<file path="src/rtl/core/rtic_pkg.sv">
// rtic_pkg: shared types and constants for the relay toggle interlock controller.
// No dependencies; compile first.
package rtic_pkg;

	localparam int unsigned CHANNELS_DEF   = 6;
	localparam int unsigned SENSE_W        = 6;
	localparam int unsigned TICK_W         = 8;
	localparam logic [TICK_W-1:0] DEBOUNCE_RESET = 8'd20;
	localparam logic [TICK_W-1:0] TIMER_MAX      = 8'hFF;

	// Toggle-mode phase of one channel
	typedef enum logic [1:0] {
		PH_IDLE  = 2'd0,
		PH_ON    = 2'd1,
		PH_ARMED = 2'd2,
		PH_OFF   = 2'd3
	} phase_t;

	// Step to the following phase; off wraps to idle
	function automatic phase_t next_phase(input phase_t ph);
		phase_t res;
		case (ph)
			PH_IDLE:  res = PH_ON;
			PH_ON:    res = PH_ARMED;
			PH_ARMED: res = PH_OFF;
			PH_OFF:   res = PH_IDLE;
			default:  res = PH_IDLE;
		endcase
		return res;
	endfunction

endpackage

</file>
<file path="src/rtl/core/rtic_if.sv">
// rtic_if: valid/ready channel interfaces for sample items and result items.
// Depends on rtic_pkg for field widths.
interface rtic_sample_if;
	logic                           valid;
	logic                           ready;
	logic [rtic_pkg::SENSE_W-1:0]   sense_n;
	logic [rtic_pkg::SENSE_W-1:0]   mode_bits;
	logic                           interlock_switch_n;

	modport source (output valid, output sense_n, output mode_bits,
		output interlock_switch_n, input ready);
	modport sink (input valid, input sense_n, input mode_bits,
		input interlock_switch_n, output ready);
endinterface

interface rtic_result_if;
	logic                           valid;
	logic                           ready;
	logic [rtic_pkg::SENSE_W-1:0]   relay_drive;
	logic                           interlock_active;

	modport source (output valid, output relay_drive, output interlock_active,
		input ready);
	modport sink (input valid, input relay_drive, input interlock_active,
		output ready);
endinterface

</file>
<file path="src/rtl/core/relay_toggle_interlock_ctrl.sv">
// relay_toggle_interlock_ctrl: relay driver with per-channel follow/toggle modes,
// debounce timers and a two-channel interlock. Depends on rtic_pkg and rtic_if.
//
//  channel   dir   handshake      payload
//  -------   ---   ------------   ------------------------------------------
//  sample    in    valid/ready    sense_n[5:0], mode_bits[5:0], interlock_switch_n
//  result    out   valid/ready    relay_drive[5:0], interlock_active
//  cfg       in    cfg_we         cfg_wdata[7:0] = debounce_ticks
//
// One item per cycle sustained while the result side keeps taking results.
// An accepted item sits in the input stage; it advances into the result register,
// and updates channel state, as soon as the result register is empty or is being
// taken. A stalled result stalls only the input stage, which still frees up in
// the cycle the result leaves. Reset clears phases, timers, pending flags, the
// relay latch and sets debounce_ticks to 20.
module relay_toggle_interlock_ctrl #(
	parameter int unsigned CHANNELS = rtic_pkg::CHANNELS_DEF
) (
	input  logic                          clk,
	input  logic                          arst_n,
	input  logic                          cfg_we,
	input  logic [rtic_pkg::TICK_W-1:0]   cfg_wdata,
	rtic_sample_if.sink                   sample,
	rtic_result_if.source                 result
);

	localparam int unsigned SW = rtic_pkg::SENSE_W;
	localparam int unsigned TW = rtic_pkg::TICK_W;

	// Configuration
	logic [TW-1:0] debounce_q;

	// Input stage
	logic          valid_s1;
	logic [SW-1:0] sense_s1;
	logic [SW-1:0] mode_s1;
	logic          ilk_sw_s1;

	// Result register
	logic          valid_s2;
	logic [SW-1:0] drive_s2;
	logic          ilk_s2;

	// Channel state
	rtic_pkg::phase_t     phase_q   [CHANNELS];
	logic [TW-1:0]        timer_q   [CHANNELS];
	logic [CHANNELS-1:0]  pending_q;
	logic [CHANNELS-1:0]  drive_q;

	// Next state
	rtic_pkg::phase_t     phase_nxt [CHANNELS];
	logic [TW-1:0]        timer_nxt [CHANNELS];
	logic [CHANNELS-1:0]  pending_nxt;
	logic [CHANNELS-1:0]  drive_nxt;

	logic                 advance;
	logic                 ilk;
	logic [CHANNELS-1:0]  sense_ext;
	logic [CHANNELS-1:0]  mode_ext;
	logic [CHANNELS+SW-1:0] sense_wide;
	logic [CHANNELS+SW-1:0] mode_wide;
	logic [CHANNELS+SW-1:0] drive_wide;

	// Move the held item into the result register when that register frees up
	assign advance      = valid_s1 && (!valid_s2 || result.ready);
	assign sample.ready = !valid_s1 || advance;

	always_ff @(posedge clk or negedge arst_n) begin
		if (!arst_n) begin
			debounce_q <= rtic_pkg::DEBOUNCE_RESET;
		end else if (cfg_we) begin
			debounce_q <= cfg_wdata;
		end
	end

	// Input stage: hold the item until it advances
	always_ff @(posedge clk or negedge arst_n) begin
		if (!arst_n) begin
			valid_s1 <= 1'b0;
		end else if (sample.ready) begin
			valid_s1 <= sample.valid;
		end
	end

	always_ff @(posedge clk) begin
		if (sample.valid && sample.ready) begin
			sense_s1  <= sample.sense_n;
			mode_s1   <= sample.mode_bits;
			ilk_sw_s1 <= sample.interlock_switch_n;
		end
	end

	// Widen or trim the six-bit fields to the channel count; missing bits read 0
	assign sense_wide = {{CHANNELS{1'b0}}, sense_s1};
	assign mode_wide  = {{CHANNELS{1'b0}}, mode_s1};
	assign sense_ext  = sense_wide[CHANNELS-1:0];
	assign mode_ext   = mode_wide[CHANNELS-1:0];

	// Interlock applies when the switch and both coupled channels' mode bits are low
	assign ilk = !ilk_sw_s1 && !mode_ext[0] && !mode_ext[1];

	// Channel update, lowest channel first: channel 1 sees relay 0 already updated
	always_comb begin
		logic   pressed;
		logic   cond;
		logic   allowed;
		logic [TW-1:0] tmr;

		drive_nxt   = drive_q;
		pending_nxt = pending_q;
		for (int k = 0; k < CHANNELS; k++) begin
			phase_nxt[k] = phase_q[k];
			timer_nxt[k] = timer_q[k];
		end

		for (int k = 0; k < CHANNELS; k++) begin
			pressed = !sense_ext[k];
			allowed = 1'b1;
			cond    = 1'b0;
			tmr     = timer_q[k];

			if (mode_ext[k]) begin
				// Follow mode: relay tracks the press, phase holds
				drive_nxt[k]   = pressed;
				pending_nxt[k] = 1'b0;
				timer_nxt[k]   = '0;
			end else begin
				if (phase_q[k] == rtic_pkg::PH_IDLE || phase_q[k] == rtic_pkg::PH_ARMED) begin
					if (ilk && k == 0 && drive_q[1])
						allowed = 1'b0;
					if (ilk && k == 1 && drive_nxt[0])
						allowed = 1'b0;
					cond = pressed && allowed;
				end else begin
					cond = !pressed;
				end

				if (!cond) begin
					// Condition dropped: cancel any pending confirmation
					pending_nxt[k] = 1'b0;
					timer_nxt[k]   = '0;
				end else begin
					if (!pending_q[k])
						tmr = '0;
					else if (timer_q[k] != rtic_pkg::TIMER_MAX)
						tmr = timer_q[k] + TW'(1);
					pending_nxt[k] = 1'b1;
					timer_nxt[k]   = tmr;

					if (tmr >= debounce_q) begin
						// Confirmed: take the phase step
						pending_nxt[k] = 1'b0;
						timer_nxt[k]   = '0;
						if (phase_q[k] == rtic_pkg::PH_IDLE)
							drive_nxt[k] = 1'b1;
						else if (phase_q[k] == rtic_pkg::PH_ARMED)
							drive_nxt[k] = 1'b0;
						phase_nxt[k] = rtic_pkg::next_phase(phase_q[k]);
					end
				end
			end
		end
	end

	// Commit channel state once per advancing item
	always_ff @(posedge clk or negedge arst_n) begin
		if (!arst_n) begin
			pending_q <= '0;
			drive_q   <= '0;
			for (int k = 0; k < CHANNELS; k++) begin
				phase_q[k] <= rtic_pkg::PH_IDLE;
				timer_q[k] <= '0;
			end
		end else if (advance) begin
			pending_q <= pending_nxt;
			drive_q   <= drive_nxt;
			for (int k = 0; k < CHANNELS; k++) begin
				phase_q[k] <= phase_nxt[k];
				timer_q[k] <= timer_nxt[k];
			end
		end
	end

	// Report only the low six relays
	assign drive_wide = {{SW{1'b0}}, drive_nxt};

	// Result register: load on advance, drop valid once taken
	always_ff @(posedge clk or negedge arst_n) begin
		if (!arst_n) begin
			valid_s2 <= 1'b0;
		end else if (advance) begin
			valid_s2 <= 1'b1;
		end else if (result.ready) begin
			valid_s2 <= 1'b0;
		end
	end

	always_ff @(posedge clk) begin
		if (advance) begin
			drive_s2 <= drive_wide[SW-1:0];
			ilk_s2   <= ilk;
		end
	end

	assign result.valid            = valid_s2;
	assign result.relay_drive      = drive_s2;
	assign result.interlock_active = ilk_s2;

endmodule
</file>
<file path="src/flat_wrapper.sv">
// flat-port wrapper written by rule: the top's interface ports become plain ports
module relay_toggle_interlock_ctrl_flat 
#(
	parameter int unsigned CHANNELS = rtic_pkg::CHANNELS_DEF
)
  (clk, arst_n, cfg_we, cfg_wdata, sample_valid, sample_sense_n, sample_mode_bits, sample_interlock_switch_n, sample_ready, result_valid, result_relay_drive, result_interlock_active, result_ready);
  rtic_sample_if sample_i ();
  rtic_result_if result_i ();
  input  logic clk;
  input  logic arst_n;
  input  logic cfg_we;
  input  logic [rtic_pkg::TICK_W-1:0] cfg_wdata;
  input wire logic [$bits(sample_i.valid)-1:0] sample_valid;
  input wire logic [$bits(sample_i.sense_n)-1:0] sample_sense_n;
  input wire logic [$bits(sample_i.mode_bits)-1:0] sample_mode_bits;
  input wire logic [$bits(sample_i.interlock_switch_n)-1:0] sample_interlock_switch_n;
  output wire logic [$bits(sample_i.ready)-1:0] sample_ready;
  output wire logic [$bits(result_i.valid)-1:0] result_valid;
  output wire logic [$bits(result_i.relay_drive)-1:0] result_relay_drive;
  output wire logic [$bits(result_i.interlock_active)-1:0] result_interlock_active;
  input wire logic [$bits(result_i.ready)-1:0] result_ready;
  assign sample_i.valid = sample_valid;
  assign sample_i.sense_n = sample_sense_n;
  assign sample_i.mode_bits = sample_mode_bits;
  assign sample_i.interlock_switch_n = sample_interlock_switch_n;
  assign sample_ready = sample_i.ready;
  assign result_valid = result_i.valid;
  assign result_relay_drive = result_i.relay_drive;
  assign result_interlock_active = result_i.interlock_active;
  assign result_i.ready = result_ready;
  relay_toggle_interlock_ctrl #(.CHANNELS(CHANNELS)) u_core (.clk(clk), .arst_n(arst_n), .cfg_we(cfg_we), .cfg_wdata(cfg_wdata), .sample(sample_i), .result(result_i));
endmodule
</file>
<file path="config.mk">
export PLATFORM = sky130hd
export DESIGN_NAME = relay_toggle_interlock_ctrl_flat
export DESIGN_NICKNAME = d
export VERILOG_FILES = /design/src/rtl/core/rtic_pkg.sv /design/src/rtl/core/rtic_if.sv /design/src/rtl/core/relay_toggle_interlock_ctrl.sv /design/src/flat_wrapper.sv
export SDC_FILE = /design/constraint.sdc
export NUM_CORES = 1
export LEC_CHECK = 0
export ABC_AREA = 1
export ABC_CLOCK_PERIOD_IN_PS = 3400
export BUFFER_PORTS_ARGS = -buffer_cell sky130_fd_sc_hd__buf_2
export CAP_MARGIN = 10
export CORE_UTILIZATION = 45
export CTS_CLUSTER_DIAMETER = 30
export DETAILED_ROUTE_END_ITERATION = 8
export SYNTH_ARGS = -nofsm -noshare
export SYNTH_HDL_FRONTEND = slang
export SYNTH_SLANG_ARGS = --single-unit
</file>
<file path="constraint.sdc">
create_clock -name clk -period 3.4 [get_ports clk]
set_input_delay 0.34 -clock clk [delete_from_list [all_inputs] [get_ports clk]]
set_output_delay 0.34 -clock clk [all_outputs]
set_load 0.05 [all_outputs]
</file>
==> impl_results.md, run 1 <==
* Critical path type: reg -> reg
* Endpoint arrival time on the critical path at 3300 ps
* Commonest cells post-synth: nand2_1 (129), inv_1 (125), dfrtp_1 (80)
* Worst EP required at 3510 ps
* Register area at 0.00266 sq mm
* Crit path max fanout at 6
* Die H at 124 um
* Fraction of synthesized area in multiplexers at 0.338%
* Post-synth EDFFs at 20
* Drt drc at 0
* Post-synthesis compound-gate area fraction at 14.6%
* First-pass GRT wire length at 24900 um
* Post-route non-filler standard cell count at 1044
* Final GP Congestion at 0.882
* Final Util at 51.8%
* Avg WL per Cell at 14.4 um
* Yosys warnings at 0
* Seq pwr share at 44.0%
* Fill count at 1371
* Worst Setup EP: u_core.result.relay_drive[1]
* Final Hold Fails at 0
* Die area at 0.0153 sq mm
* Final setup viols at 0
* Synth Area in XOR/XNOR at 1.84%
* Synth Area in Adders at 13.5%
* Share of the synthesized area in the top cell type at 30.1%
* Clk Latency, worst-skew pair at 360 ps
* TritonCTS clock tree: yes
* Setup TNS Final at 0 ps
* Mapped Nets at 898
* Synthesized area at 0.00666 sq mm
* Clk pin slew, worst setup/hold paths at 70 ps
* Critical Path Source: u_core.timer_q[33]
* Layout area overhead at 12.7%
* Max Slew Vio Count at 0
* Synth Flop Type: dfrtp_1
* Worst r2r src: u_core.timer_q[33]
* Status: finished clean
* Area of the multi-input gates at 0.00347 sq mm
* Buffers added on ports at 34
* Average cell area after synthesis at 8.33 sq um
* Cells on worst reg2reg path at 15
* Core box area at 0.0145 sq mm
* Root Buffer: clkbuf_16
* Cell variety after synth at 46
* Layout cell share with drive strength beyond 1 at 17.1%
* DRT antenna net count at 0
* Lkg Pwr at 3.69 nW
* Largest cells by area after synthesis: dfrtp_1 (30%), ha_1 (14%), edfxtp_1 (9.0%)
* Final WL at 15100 um
* Int Pwr at 2.21 mW
* Num rows at 44
* CP endpoint kind: flop
* Count leader, synth: nand2_1
* Reg-to-reg slack, setup at 210 ps
* Via count at 5487
* Placed cells at 1015
* Vias in the first global route at 5307
* Worst slew pin tran at 519 ps
* Grt total ovfl at 0
* Psw at 1.25 mW
* Hold Slack at 157 ps
* Largest family of logic cells by synthesized area: simple AND/OR/NAND/NOR gates
* Register area share after synthesis at 39.9%
* Relative slew slack at 65.4%
* Worst vdd ir at 453 uV
* Drt first pass iters at 4
* Highest clock rate at 313 MHz
* Post-synth top area cell: dfrtp_1
* Async SR Flop Fraction at 80.4%
* Sw Share at 36.0%
* Register bit count reported by yosys at 102
* Worst reg2reg endpoint: u_core.result.relay_drive[1]
* Vias per cell at 5.26
* Initial antenna violation count at 0
* Total track usage at 21.1%
* Clock buffer depth at 2
* Nets at 953
* Worst Setup Start Kind: flop
* Initial DRC Count at 303
* Largest net degree at the start of global routing at 38
* Max-cap violations at 0
* Unrepaired setup endpoints after global routing: false
* Min Clock Period, post-route at 3190 ps
* CTS Buf Count at 9
* Gate power share at 26.7%
* CTS H-tree lvls at 3
* Worst min path class: in -> reg
* Clk_skew at 13.1 ps
* Num ports at 35
* Syn Inst Count at 800
* Diodes inserted at 0
* Die width at 124 um
* Pwr Density at 461 mW/mm^2
* Crit share post-route at 93.8%
* Clk pwr share at 29.3%
* Starting Density at 46.0%
* Clock Sinks at 102
* Synth Area in Simple Gates at 21.0%
* DPL Wire Length at 10800 um
## how the worst min path moves through the flow
stage,startpoint,to,slack [ps],depth (start not counted)
6_report,sample_mode_bits[1],u_core.mode_ext[1],160,1
5_1_grt,sample_sense_n[0],u_core.sense_ext[0],140,1
4_1_cts,sample_mode_bits[1],u_core.mode_ext[1],140,1
3_5_place_dp,arst_n,u_core.timer_q[2],360,1
2_1_floorplan,arst_n,u_core.debounce_q[0],40,0
3_3_place_gp,arst_n,u_core.timer_q[2],360,1
## state kept, by name, summed over array words and instances (netlist names)
register                        cells
u_core.timer_q                     48
u_core.phase_q                     12
u_core.debounce_q                   8
u_core.drive_q                      6
u_core.mode_ext                     6
u_core.pending_q                    6
u_core.result.relay_drive           6
u_core.sense_ext                    6
u_core.ilk_sw_s1                    1
u_core.result.interlock_active      1
u_core.result.valid                 1
u_core.valid_s1                     1
## final cells by class
cell class              count  area share (%)
multi-input cells         542            46.2
flip-flops and latches    102            35.4
inverters                 148            7.40
repair buffers             52            4.13
well taps                 184            3.07
clock buffers               9            3.00
clock inverters             7           0.767
## worst max-delay path, stage by stage (launching register included)
cell and delay [ps]:
dfrtp_1 400, ha_1 250, nand4_1 220, nor3_4 260
inv_2 100, a31oi_1 290, ha_1 310, a21oi_1 170
o21ai_0 130, nand2_1 90, nand3_2 160, mux2_2 320
nand2_1 60, nand2_1 40, nand2_1 60, nand2_2 60
## repair_timing
action                     CTS  global route
resized for setup            0            10
hold buffers                 1             0
setup buffers                0            12
setup endpoints to repair    0            18
hold endpoints to repair    34             0
## placed cells by master, fill, tap and decap left out, types with 3 or more instances in the layout
master	n
a21oi_1	33
a31oi_1	10
buf_2	33
buf_4	18
clkbuf_16	9
dfrtp_1	79
edfxtp_1	20
ha_1	71
inv_1	125
inv_2	22
nand2_1	127
nand2_2	15
nand3_1	21
nand3_2	5
nand4_1	16
nor2_1	57
nor3_1	17
nor3_2	7
nor3_4	3
nor4_1	3
o21a_1	6
o21ai_0	56
o21ai_1	9
o21ai_2	5
o22ai_1	35
o32ai_1	6
or2_2	6
xnor2_1	4
xor2_1	10
## cells by family after synthesis
logic type | count (synthesis)
AND/OR/NAND/NOR | 287
AO/OA/AOI/OAI | 167
buffers and inverters | 156
flip-flops | 102
adder cells (fa/ha/maj) | 72
XOR/XNOR | 14
multiplexers | 2
## power by group through the flow
stage	clock, mW	combinational (mW)	sequential [mW]
final	1.01	0.923	1.52
after global routing	1.09	1.06	1.54
after detailed placement	0	0.908	1.54
after CTS	1.05	0.911	1.52
after floorplan	0	0.614	1.57
after global placement	0	0.864	1.54
## metal layers
metal | up-vias | GRT usage, % | share of wire (%) | wire, um
met5 | - | 0 | 0 | 0
met2 | 118 | 34.3 | 46 | 6940
met3 | 25 | 3.94 | 4.3 | 654
li1 | 2805 | - | - | -
met1 | 2539 | 27.9 | 47 | 7150
met4 | 0 | 7.45 | 2.2 | 329
## metrics by stage
| stage | cell area (sq um) | power, mW | worst slack, ps |
|---|---|---|---|
| final | 7510 | 3.46 | 209 |
| after global routing | 7510 | 3.70 | 14.9 |
| after CTS | 7360 | 3.48 | 230 |
| after detailed placement | 7070 | 2.45 | 254 |
| after global placement | 7070 | 2.40 | 345 |
| after floorplan | 6660 | 2.18 | 636 |
(Power assumes the default switching activity.)
==> run 2: changes to the inputs <==
==> constraint.sdc (replaced) <==
create_clock -name clk -period 3.4 [get_ports clk]
set_input_delay 0.68 -clock clk [delete_from_list [all_inputs] [get_ports clk]]
set_output_delay 0.68 -clock clk [all_outputs]
set_load 0.05 [all_outputs]
==> run 2 against run 1 <==
Against the previous run: critical path depth up 10; combinational power down 2%; final area down 0.72%; final cell count down 0.77%; critical endpoint is now u_core.timer_q[36]; largest cell class unchanged.
==> impl_results.md, run 2 (synthesis gave the netlist of run 1 again) <==
* Drt drc at 0 (unchanged)
* Final setup viols at 0 (unchanged)
* Status: finished clean
* Critical path type: reg -> reg
* Drt first pass iters at 5 (+1)
* Max reg flops at 48 (unchanged)
* Clk Latency, worst-skew pair at 360 ps (about the same)
* Pwr Density at 459 mW/mm^2 (-0.32%)
* Max Slew Vio Count at 0 (unchanged)
* Largest net degree at the start of global routing at 83 (+120%)
* TritonCTS clock tree: yes
* Layout area overhead at 11.9%
* DRT antenna net count at 0 (unchanged)
* Clock buffer depth at 2 (unchanged)
* Largest registers: u_core.timer_q: 48 flops, u_core.phase_q: 12 flops, u_core.debounce_q: 8 flops
* Relative slew slack at 66.5% (+1.1 points)
* Root Buffer: clkbuf_16
* Worst min path class: in -> async
* Initial DRC Count at 311 (+2.6%)
* CTS H-tree lvls at 3 (unchanged)
* Nets at 945 (-0.84%)
* Clk pin slew, worst setup/hold paths at 70 ps (about the same)
* Via count at 5544 (+1.0%)
* Setup TNS Final at 0 ps (unchanged)
* Avg WL per Cell at 14.6 um (+1.2%)
* Crit path max fanout at 8 (+2)
* Grt total ovfl at 0 (unchanged)
* Highest clock rate at 324 MHz (+3.3%)
* Reg-to-reg slack, setup at 310 ps (+100 ps)
* Initial antenna violation count at 0 (unchanged)
* Most common cell after layout, fill and taps aside: nand2_1
* Num ports at 35 (unchanged)
* Commonest non-fill, non-tap cells in the layout: nand2_1 (129), inv_1 (125), dfrtp_1 (80), ha_1 (71), nor2_1 (57)
* Crit share post-route at 90.8% (-3.0 points)
* Area after DPL at 0.00706 sq mm (-0.11%)
* Total track usage at 21.2% (+0.077 points)
* Worst reg2reg endpoint: u_core.timer_q[36]
* DPL Wire Length at 10900 um (+0.64%)
* Most flops, register: u_core.timer_q
* Clock Sinks at 102 (unchanged)
* Lkg Pwr at 3.64 nW (-1.3%)
* Buffers added on ports at 34 (unchanged)
* Die width at 124 um (unchanged)
* Worst r2r src: u_core.timer_q[40]
* Final WL at 15100 um (+0.38%)
* Unrepaired setup endpoints after global routing: false
* Num rows at 44 (unchanged)
* Layout cell share with drive strength beyond 1 at 16.2% (-0.90 points)
* Cells on worst reg2reg path at 25 (+10)
* CP endpoint kind: flop
* First-pass GRT wire length at 25000 um (+0.61%)
* Worst slew pin tran at 503 ps (-16.9 ps)
* Min Clock Period, post-route at 3090 ps (-102 ps)
* Die H at 124 um (unchanged)
* Vias in the first global route at 5426 (+2.2%)
* Core box area at 0.0145 sq mm (unchanged)
* Max-cap violations at 0 (unchanged)
* Worst Setup Start Kind: flop
* Diodes inserted at 0 (unchanged)
* Final GP Congestion at 0.900 (+2.0%)
* Final non-filler cell area at 0.00745 sq mm (-0.72%)
* Worst EP required at 3680 ps (+170 ps)
* Worst vdd ir at 458 uV (+1.3%)
* Die area at 0.0153 sq mm (unchanged)
* Starting Density at 46.0% (unchanged)
* Final Hold Fails at 0 (unchanged)
* Vias per cell at 5.35 (+1.8%)
* Endpoint arrival time on the critical path at 3370 ps (+70 ps)
* Clk_skew at 8.71 ps (-4.36 ps)
* CTS Buf Count at 9 (unchanged)
run 2: cell count changes in the layout (fill, tap and decap cells not counted), sizes merged:
cell	change
clkinv	-1
dlygate4sd3	-1
buf	-7
clkinvlp	+1
run 2: critical path: stages, from the launching register on:
cell and delay [ps]:
dfrtp_1 420, ha_4 180, nand4_4 120, nor3_4 270, inv_2 80, nand2_1 90
inv_1 60, nor2_1 110, nor3_2 70, ha_1 280, nand2_1 60, nor2_1 100
nor2_1 40, nand2_1 50, nand2_1 40, nand2_1 120, nand2_1 90, nand2_1 70
nand3_2 80, nand3_2 70, nand2_2 70, nand2_4 80, nand3_4 90, nor2_8 220
nand2_2 80, o21ai_2 60
run 2: timing repair:
item,in CTS,in global routing
setup buffers,0,5
setup endpoints to repair,0,13
gates resized for setup,0,9
endpoints found under the hold margin,0,0
hold buffers,0,0
run 2: metrics by stage:
stage                     std cells  power, mW  util, %  hold slack [ps]  setup WS (ps)
after global routing           1036       3.65     51.5              193           2.34
after CTS                      1030       3.45     50.7              485            286
after detailed placement       1014       2.45     48.8              473            289
after floorplan                 800       2.18        -              384            636
after global placement         1014       2.40     48.8              466            314
final                          1036       3.42     51.5              193            312
run 2: final cells by class:
cell class	instances	area, sq um
timing repair buffer	44	268
inverter	148	556
tap	184	230
fill	1386	7030
clock buffer	9	225
clock inverter	7	48.8
multi-input combinational	542	3470
sequential	102	2660
run 2: worst max path at each step:
stage,cells after the start,end,from
finish,25,u_core.timer_q[36],u_core.timer_q[40]
global route,25,u_core.timer_q[36],u_core.timer_q[40]
detailed placement,22,u_core.result.relay_drive[1],u_core.timer_q[41]
global placement,22,u_core.result.relay_drive[1],u_core.timer_q[41]
CTS,22,u_core.result.relay_drive[1],u_core.timer_q[41]
floorplan,17,u_core.result.relay_drive[1],u_core.timer_q[32]
run 2: layer usage:
| layer | up-vias | track usage, % | wire [um] |
|---|---|---|---|
| met5 | - | 0 | 0 |
| met3 | 22 | 3.98 | 652 |
| li1 | 2796 | - | - |
| met4 | 0 | 7.15 | 201 |
| met2 | 114 | 35.3 | 7180 |
| met1 | 2612 | 27.5 | 7100 |
run 2: where the power goes:
part           total, mW  switching, mW  internal, mW
clock              0.992          0.492         0.500
combinational      0.909          0.620         0.289
sequential          1.52          0.114          1.41
==> run 3: changes to the inputs <==
--- a/config.mk
+++ b/config.mk
@@ -9,9 +9,12 @@
 export ABC_CLOCK_PERIOD_IN_PS = 3400
 export BUFFER_PORTS_ARGS = -buffer_cell sky130_fd_sc_hd__buf_2
 export CAP_MARGIN = 10
+export CELL_PAD_IN_SITES_DETAIL_PLACEMENT = 1
+export CELL_PAD_IN_SITES_GLOBAL_PLACEMENT = 1
 export CORE_UTILIZATION = 45
 export CTS_CLUSTER_DIAMETER = 30
 export DETAILED_ROUTE_END_ITERATION = 8
+export PLACE_DENSITY_LB_ADDON = 0.1
 export SYNTH_ARGS = -nofsm -noshare
 export SYNTH_HDL_FRONTEND = slang
 export SYNTH_SLANG_ARGS = --single-unit
==> run 3 against run 2 <==
Against the previous run: clock power is 17% higher; worst hold slack improved by 140 ps; clock-buffer cell count is 1 higher; utilization increased by 0.99 points; flip-flop and latch count unchanged; via count up 3.2%; critical path depth decreased by 8.
==> impl_results.md, run 3 (synthesis gave the netlist of run 1 again) <==
* Die area at 0.0153 sq mm (unchanged)
* Starting Density at 46.0% (unchanged)
* Vias per cell at 5.49 (+2.5%)
* Post-CTS Hold Fix Bufs at 0 (unchanged)
* Core box area at 0.0145 sq mm (unchanged)
* Vias in the first global route at 6132 (+13%)
* Layout area overhead at 14.0%
* Final WL at 17800 um (+18%)
* Relative slew slack at 58.0% (-8.5 points)
* Buffers added on ports at 34 (unchanged)
* Final GP Congestion at 0.868 (-3.5%)
* Fill count at 1747 (+26%)
* Avg WL per Cell at 17.1 um (+17%)
* Most flops, register: u_core.timer_q
* Clk pin slew, worst setup/hold paths at 80 ps (about the same)
* Critical path cell sequence: ha_2 -> nand4_1 -> nor3_4 -> inv_2 -> nand4_1 -> o21ai_0 -> a21oi_2 -> ha_1 -> nand2_1 -> nor2_1 -> nand4_1 -> nand3_4 -> mux2_2 -> nand2_1 -> nand2_1 -> nand2_1 -> nand2_2
* Num ports at 35 (unchanged)
* CP endpoint kind: flop
* Hold Slack at 337 ps (+145 ps)
* Worst Setup Slack, final at 103 ps (-209 ps)
* Worst vdd ir at 507 uV (+11%)
* Largest registers: u_core.timer_q: 48 flops, u_core.phase_q: 12 flops, u_core.debounce_q: 8 flops
* Max-cap violations at 0 (unchanged)
* Drt first pass iters at 4 (-1)
* Initial DRC Count at 282 (-9.3%)
* Min Clock Period, post-route at 3300 ps (+209 ps)
* Clock buffer depth at 2 (unchanged)
* Most common cell after layout, fill and taps aside: nand2_1
* Worst path most repeated cell: nand2_1
* Worst EP required at 3510 ps (-170 ps)
* CTS H-tree lvls at 3 (unchanged)
* Grt total ovfl at 0 (unchanged)
* Max reg flops at 48 (unchanged)
* Lkg Pwr at 3.71 nW (+1.8%)
* Critical path type: reg -> reg
* Crit path max fanout at 6 (-2)
* Final setup viols at 0 (unchanged)
* Total track usage at 24.6% (+3.5 points)
* CP max stage delay at 420 ps (about the same)
* Clock Sinks at 102 (unchanged)
* CTS Buf Count at 9 (unchanged)
* Final Hold Fails at 0 (unchanged)
* First-pass GRT wire length at 29100 um (+16%)
* Largest net degree at the start of global routing at 43 (-48%)
* DRT antenna net count at 0 (unchanged)
* Nets at 952 (+0.74%)
* Diodes inserted at 0 (unchanged)
* Setup TNS Final at 0 ps (unchanged)
* Die H at 124 um (unchanged)
* Num rows at 44 (unchanged)
* Initial antenna violation count at 0 (unchanged)
* Root Buffer: clkbuf_16
* Max Slew Vio Count at 0 (unchanged)
* Worst path slowest cell: dfrtp_1
* Pre-CTS WS at 148 ps (-141 ps)
* Total power draw at 3.66 mW (+6.8%)
* Worst slew pin tran at 630 ps (+128 ps)
* Clk_skew at 11.5 ps (+2.81 ps)
* Layout cell share with drive strength beyond 1 at 17.9% (+1.7 points)
* Endpoint arrival time on the critical path at 3410 ps (+40 ps)
* DPL Wire Length at 12900 um (+19%)
* Worst Setup Start Kind: flop
* Status: finished clean
* Commonest non-fill, non-tap cells in the layout: nand2_1 (128), inv_1 (125), dfrtp_1 (78), ha_1 (70), nor2_1 (56)
* Worst min path class: in -> async
* Crit share post-route at 97.0% (+6.1 points)
* Pwr Density at 481 mW/mm^2 (+4.8%)
* Clk Latency, worst-skew pair at 360 ps (about the same)
* Highest clock rate at 303 MHz (-6.3%)
* Via count at 5721 (+3.2%)
* TritonCTS clock tree: yes
* Drt drc at 0 (unchanged)
* Die width at 124 um (unchanged)
==> run 3: final timing paths <==
kind,to,slack (ps),startpoint,cells after the start
worst min register to register,u_core.drive_q[5],500,u_core.drive_q[5],2
worst max-delay path,u_core.result.relay_drive[1],100,u_core.timer_q[33],17
worst min-delay path,u_core.timer_q[5],340,arst_n,1
max in group asynchronous,u_core.timer_q[38],2320,arst_n,2
worst max register to register,u_core.result.relay_drive[1],100,u_core.timer_q[33],17
min in group clk,u_core.mode_ext[3],490,sample_mode_bits[3],1
==> run 3: cell type report <==
type	count	area [sq um]	area share (%)
clock buffers	10	239	3.15
repair buffers	51	304	4.00
flip-flops and latches	102	2660	35.0
well taps	184	230	3.03
inverters	148	556	7.31
clock inverters	6	91.3	1.20
multi-input cells	542	3520	46.3
==> run 3: per-layer routing <==
layer	wire (um)	GRT usage (%)	vias to the layer above	part of all wire, %
met5	0	0	-	0
met4	259	7.08	0	1.5
met3	427	3.75	21	2.4
met2	8990	43.6	74	51
met1	8120	30.9	2828	46
li1	-	-	2798	-
==> run 3: report_power, final <==
| part | total, mW | switching (mW) | internal [mW] |
|---|---|---|---|
| combinational | 0.961 | 0.664 | 0.298 |
| clock | 1.16 | 0.493 | 0.671 |
| sequential | 1.53 | 0.120 | 1.41 |
==> run 3: critical path, delay by kind of cell, from the launching register on <==
kind	cells	cell delay (ps)
adder cells (fa/ha/maj)	2	390
multiplexers	1	340
buffers and inverters	1	120
flip-flops	1	420
AND/OR/NAND/NOR	11	1430
AO/OA/AOI/OAI	2	340
==> run 3: what timing repair did <==
item | in CTS | in global routing
resized for setup | 0 | 22
endpoints found under the setup margin | 0 | 27
buffers inserted | 0 | 12
==> run 3: through the flow <==
stage	cells	cell area, sq um	util [%]
2_1_floorplan	800	6660	-
3_3_place_gp	1015	7070	48.8
3_5_place_dp	1015	7070	48.8
4_1_cts	1031	7400	51.1
5_1_grt	1043	7590	52.5
6_report	1043	7590	52.5
